`config.mk`:
```
export PLATFORM = sky130hd
export DESIGN_NAME = obm_cmp
export DESIGN_NICKNAME = d
export VERILOG_FILES = /design/src/design/obm_pkg.sv /design/src/design/obm_cmp.sv
export SDC_FILE = /design/constraint.sdc
export NUM_CORES = 1
export LEC_CHECK = 0
export ABC_CLOCK_PERIOD_IN_PS = 2300
export BUFFER_PORTS_ARGS = -buffer_cell sky130_fd_sc_hd__buf_2
export CAP_MARGIN = 20
export CORE_AREA = 2 2 69 71
export DETAILED_ROUTE_END_ITERATION = 10
export DIE_AREA = 0 0 71 73
export PLACE_DENSITY = 0.81
export SLEW_MARGIN = 0
export SYNTH_ARGS = -nofsm -noshare
export SYNTH_HDL_FRONTEND = slang
export SYNTH_SLANG_ARGS = --single-unit
export TNS_END_PERCENT = 50
```
`constraint.sdc`:
```
create_clock -name vclk -period 2.3
set_input_delay 0.345 -clock vclk [all_inputs]
set_output_delay 0.345 -clock vclk [all_outputs]
set_load 0.02 [all_outputs]
```
`src/design/obm_pkg.sv`:
```
`timescale 1ns / 1ps
package obm_pkg;
  localparam int unsigned PRICE_W = 32;
  localparam int unsigned QTY_W   = 32;
  localparam int unsigned OID_W   = 32;
  localparam int unsigned CID_W   = 16;
  localparam int unsigned SYM_W   = 8;
  localparam int unsigned STAT_W  = 2;
  localparam int unsigned ENTRY_W = PRICE_W + QTY_W + OID_W + CID_W;

  typedef enum logic [STAT_W-1:0] {
    ST_QUEUED   = 2'd0,
    ST_MATCHED  = 2'd1,
    ST_REJECTED = 2'd2
  } status_t;

  typedef struct packed {
    logic [PRICE_W-1:0] price;
    logic [QTY_W-1:0]   qty;
    logic [OID_W-1:0]   oid;
    logic [CID_W-1:0]   cid;
  } entry_t;

  // compare unit request
  typedef struct packed {
    logic               buy;
    logic [PRICE_W-1:0] price;
    logic [QTY_W-1:0]   qty;
  } cmp_req_t;
endpackage

```
`src/design/obm_cmp.sv`:
```
`timescale 1ns / 1ps
// shared compare unit: one resting entry per cycle against the aggressor
module obm_cmp (
  input  obm_pkg::cmp_req_t req,
  input  obm_pkg::entry_t   ent,
  output logic              hit
);
  logic price_ok;
  always_comb begin
    if (req.buy) begin
      price_ok = req.price >= ent.price;
    end else begin
      price_ok = req.price <= ent.price;
    end
    hit = price_ok && (ent.qty == req.qty);
  end
endmodule

```
After elaboration in Yosys (flattened, before gate mapping)

Index checks and enable logic that the tools add are counted.

Equality and inequality tests: 1
Div/mod/pow operators: 0
Mux-type cells: 1
Magnitude comparators: 2
Reduce and logical (&&, ||, !) cells: 1
Bitwise operators: 0
Shifts and indexed selects: 0
Multipliers: 0
$add $sub $neg: 0

Operator list:

| cell              | count |
|---|---|
| $eq 32x32->1      | 1 |
| $ge 32x32->1      | 1 |
| $le 32x32->1      | 1 |
| $logic_and 1x1->1 | 1 |
| $mux 1            | 1 |

Word-level logic and storage cells: 5
Memory bits (read-only): 0
Latch bits: 0
Bits in writable memories: 0
Output and inout bits: 1
Register bits after elaboration: 0
Memories: 0

Depth between registers and ports, before layout

Gate-level depths: netlist (run 1).

Depth in word-level cells: 3
Mapped depth: 8
Mapped depth without buffers: 8

Worst setup path before layout (run 1)

No wires, ideal clock.

Path kind: input-to-output
Start: in ent[99] (netlist name)
End: out hit
Slack: -105 ps
Arrival: 2060 ps
Stages: 8
Cells stage by stage: inv_1 ha_1 and3_4 a221o_1 nand2_1 o211ai_1 or3_1 a31oi_1

Word-level cells in the longest chain between the ends: 3

Ends and longest elaborated chain:

| what                                                | RTL line                     | RTL |
|---|---|---|
| start, declared                                     | obm_cmp.sv:5                 | `input obm_pkg::entry_t ent,` |
| $le 32x32->1 / $ge 32x32->1 (equally long branches) | obm_cmp.sv:13, obm_cmp.sv:11 |  |
| $mux 1 *                                            | obm_cmp.sv:10                | `if (req.buy) begin` |
| $logic_and 1x1->1 *                                 | obm_cmp.sv:15                | `hit = price_ok && (ent.qty == req.qty);` |
| end, declared                                       | obm_cmp.sv:6                 | `output logic hit` |

Every way passes the cells marked *; elsewhere a longest branch is shown, timed or not.

Worst setup path after layout (run 1)

Start: in ent[110] (netlist name)
End: out hit

Same word-level chain as after synthesis.

==> impl_metrics.ini, run 1 <==
[synthesis]
ys_types = 24
synth_top_area_frac = 0.341
synth.largest_area_cell = ha_1
ys_seq_area_frac = 0
syn_area_per_cell_sq_um = 7.43
synth_fp_nets = 367
yosysWarningCount = 0
synth.area.top_cells = ha_1 34%, xnor2_1 24%, inv_1 10%
syn_area_sq_um = 1170
synth_cells = 158

[run_status]
violations = setup timing
status = finished with violations

[power]
swShare = 0.412
p_switching_mw = 0.142
p_seq_frac = 0
comb_power_share = 1.000
p_leak_nw = 1.14
p_per_area_nw_per_um2 = 164
ir_drop_mv = 0.0740
clkPwrFrac = 0
intPower_mw = 0.202

[sta]
tightest_slew_ns = 0.293
rsz0062_at_grt = true
whs_ns = 1.09
final.setup.tns_ns = -0.0989
timing.final.crit_share = 1.04
hold_viol_final = 0
fmax_ghz = 0.417
final-max-slew-violation-count = 0
final.min_clock_period_ns = 2.40
slew_headroom = 0.803
final.setup.worst_slack_ns = -0.0989
setup_viol = 1

[finish]
seq_cells = 0
synthToLayoutAreaGrowth_pct = 77.9
stdcell_count = 353
final_common_cell = buf_2
post-route-util = 0.460
seq_area_sq_um = 0
diodes = 0
fin_nets = 510
clockBufferCount = 0
layout_common_cells = 129 x buf_2, 32 x xnor2_1, 29 x inv_1, 26 x ha_1, 15 x nand4_1
drive_gt1_frac = 0.525

[detailed_routing]
via_count = 1583
drtIter0Drc = 16
final_antenna_net_count = 0
routed_wirelength_um = 3780
drc = 0
post_drt_via_cell_ratio = 4.48
post_drt_wl_per_cell_um = 10.7
dr.pass1.iters = 4

[global_route]
grt_busiest_layer = met2
track_usage = 0.133
grt_overflow = 0
grt_util_met3 = 0.0249
use_met2 = 0.277
grt_pass1_wl_um = 5760
antenna_found_initial = 1
grt_start_max_net_pins = 4
grt_pass1_vias = 1465
grt_use_met1 = 0.140

[setup_path]
worst-path-buf-inv = 3
critPathMaxFanout = 3
critPathRequiredTime_ns = 1.96
critPathKind = input port to output pin
crit_chain = buf_2 -> inv_1 -> ha_4 -> a21oi_1 -> nand2_1 -> a221oi_2 -> o211ai_1 -> or3_4 -> a31oi_4 -> buf_6
worst_setup_path_start_kind = input port
cp.arrival_ns = 2.05
cp_top_family = compound AO/OA/AOI/OAI gates
max_stage_delay_ns = 0.41
slowest_stage = or3_4
crit_path_end_kind = output pin

[place]
dp.cells = 353
hpwl_um = 3570
gp_congestion = 0.755
io_buffers = 130

[die]
core_area_sq_um = 4540
row_count = 25
initial_core_util = 0.259
io_pins = 178
die-area_sq_um = 5180
die-width_um = 71
fp.dieH_um = 73

[cts]
cts_hold_buf = 0

[job]
maxCapViolations = 0

[worst_hold_path]
hold_class = input port to output pin
[final timing paths]
path	startpoint	slack [ns]	cells after the start	to
max	ent[110]	-0.1	10	hit
min	req[64]	1.09	4	hit
[per-layer routing]
layer / part of all wire / up-vias
met5: 0.0019 / -
met4: 0.010 / 2
met3: 0.10 / 6
met2: 0.52 / 79
met1: 0.37 / 656
li1: - / 840
[what timing repair did]
action,4_1_cts,5_1_grt
setup endpoints to repair,1,1
pin swaps,11,0
gates resized for setup,16,0
setup buffers,0,0
[cell type report]
class,instances,area (sq um)
Multi-Input combinational cell,126,1160
Inverter,32,120
Tap cell,54,67.6
Timing Repair Buffer,141,739
Fill cell,459,2450
[synth_stat cells (2+ instances only)]
cell / count
a31oi_1: 2
nand2_1: 9
nand3_1: 3
o211ai_1: 2
inv_1: 32
nor2_1: 3
xnor2_1: 32
o21ai_0: 3
nor4_1: 3
nand4_1: 15
a21oi_1: 10
ha_1: 32
[power by group through the flow]
| stage | combinational, mW | sequential [mW] | clock [mW] |
|---|---|---|---|
| final | 0.343 | 0 | 0 |
| after global routing | 0.390 | 0 | 0 |
| after CTS | 0.348 | 0 | 0 |
| after detailed placement | 0.326 | 0 | 0 |
| after global placement | 0.317 | 0 | 0 |
| after floorplan | 0.156 | 0 | 0 |
[through the flow]
stage	instance area, sq um	total power [mW]	worst slack [ns]
final	2090	0.343	-0.0989
after global routing	2090	0.390	-0.258
after CTS	2090	0.348	-0.101
after detailed placement	1990	0.326	-0.245
after global placement	1990	0.317	-0.246
after floorplan	1190	0.156	0.0355
[logic make-up (layout without fill, tap and decap cells)]
| family | Yosys count | count (layout) | share of synthesized area |
|---|---|---|---|
| buffers and inverters | 32 | 173 | 0.102 |
| XOR/XNOR | 32 | 32 | 0.239 |
| AO/OA/AOI/OAI | 24 | 24 | 0.134 |
| adder cells (fa/ha/maj) | 32 | 32 | 0.341 |
| AND/OR/NAND/NOR | 38 | 38 | 0.183 |
Power figures use the tool's default switching activity.
==> run 2: changes to the inputs <==
--- a/config.mk
+++ b/config.mk
@@ -8,10 +8,10 @@
 export ABC_CLOCK_PERIOD_IN_PS = 2300
 export BUFFER_PORTS_ARGS = -buffer_cell sky130_fd_sc_hd__buf_2
 export CAP_MARGIN = 20
-export CORE_AREA = 2 2 69 71
+export CORE_AREA = 2 2 68 70
 export DETAILED_ROUTE_END_ITERATION = 10
-export DIE_AREA = 0 0 71 73
-export PLACE_DENSITY = 0.81
+export DIE_AREA = 0 0 70 72
+export PLACE_DENSITY = 0.83
 export SLEW_MARGIN = 0
 export SYNTH_ARGS = -nofsm -noshare
 export SYNTH_HDL_FRONTEND = slang
==> impl_metrics.ini, run 2 (synthesis gave the netlist of run 1 again) <==
[global_route]
track_usage = 0.154
antenna_found_initial = 3
grt_pass1_vias = 1605
grt_start_max_net_pins = 4
grt_overflow = 0
grt_pass1_wl_um = 6580

[place]
hpwl_um = 3710
gp_congestion = 0.726
place_ws_ns = -0.251
io_buffers = 130

[sta]
rsz0062_at_grt = true
final-max-slew-violation-count = 0
final.setup.worst_slack_ns = -0.110
slew_headroom = 0.802
setup_viol = 1
fmax_ghz = 0.415
tightest_slew_ns = 0.294
hold_viol_final = 0
timing.final.crit_share = 1.05
final.min_clock_period_ns = 2.41

[detailed_routing]
post_drt_wl_per_cell_um = 12.1
drc = 0
via_count = 1640
routed_wirelength_um = 4280
drtIter0Drc = 10
dr.pass1.iters = 4
post_drt_via_cell_ratio = 4.63
final_antenna_net_count = 0

[run_status]
violations = setup timing
status = finished with violations

[setup_path]
critPathKind = input port to output pin
critPathMaxFanout = 2
worst_setup_path_start_kind = input port
critPathRequiredTime_ns = 1.96
crit_path_end_kind = output pin
cp.arrival_ns = 2.07

[power]
p_per_area_nw_per_um2 = 171
ir_drop_mv = 0.0641
p_leak_nw = 1.14

[finish]
seq_cells = 0
synthToLayoutAreaGrowth_pct = 92.5
fin_nets = 511
layout_common_cells = 128 x buf_2, 32 x xnor2_1, 22 x inv_1, 17 x ha_4
drive_gt1_frac = 0.603
final_common_cell = buf_2
post-route-util = 0.530
seq_area_sq_um = 0
clockBufferCount = 0

[die]
die-area_sq_um = 5040
initial_core_util = 0.275
io_pins = 178
core_area_sq_um = 4260
fp.dieH_um = 72
die-width_um = 70
row_count = 24

[job]
maxCapViolations = 0

[cts]
cts_hold_buf = 0

[worst_hold_path]
hold_class = input port to output pin
## run 2: cell count changes in the layout (fill, tap and decap cells not counted), sizes merged
| cell | before | now |
|---|---|---|
| diode | 0 | 2 |
| buf | 141 | 142 |
## run 2: path summary, 6_finish.rpt
| check | to | cells past startpoint | startpoint |
|---|---|---|---|
| worst max-delay path | hit | 9 | req[51] |
| worst min-delay path | hit | 4 | req[64] |
## run 2: critical path, stage by stage
cell and delay, ns:
buf_2 0.11, ha_4 0.23, and3_4 0.16, a221o_1 0.30
nand2_1 0.06, o211ai_1 0.12, or3_4 0.40, a31oi_4 0.19
buf_6 0.14
## run 2: cell type report
type	instances	area, sq um
Multi-Input combinational cell	126	1310
Tap cell	52	65.1
Fill cell	407	2000
Antenna cell	2	5.00
Inverter	32	123
Timing Repair Buffer	142	753
## run 2: metrics by stage
step                TNS, ns  area, sq um  hold slack (ns)  power, mW  instances
floorplan                 0         1190            0.928      0.156        158
global placement     -0.232         1970             1.14      0.310        349
detailed placement   -0.251         1970             1.16      0.324        349
CTS                 -0.0899         2170             1.09      0.370        351
global route         -0.196         2250             1.09      0.437        352
finish               -0.110         2260             1.07      0.387        354
## run 2: power by group
group          switching [mW]  internal [mW]  leakage (nW)
logic                   0.160          0.226          1.14
registers                   0              0             0
clock network               0    0.000000116     0.0000127
total                   0.160          0.226          1.14
## run 2: per-layer routing
metal,global-route usage,vias to the layer above,wire length (um),part of all wire
met5,0,-,13,0.0030
met4,0.00855,2,0,0
met3,0.0653,2,569,0.13
met2,0.306,84,2190,0.51
met1,0.158,709,1500,0.35
li1,-,843,-,-
## run 2: timing repair
| action | CTS | global route |
|---|---|---|
| setup endpoints to repair | 1 | 1 |
| gates resized for setup | 29 | 12 |
| setup buffers | 2 | 1 |
| pin swaps | 19 | 14 |
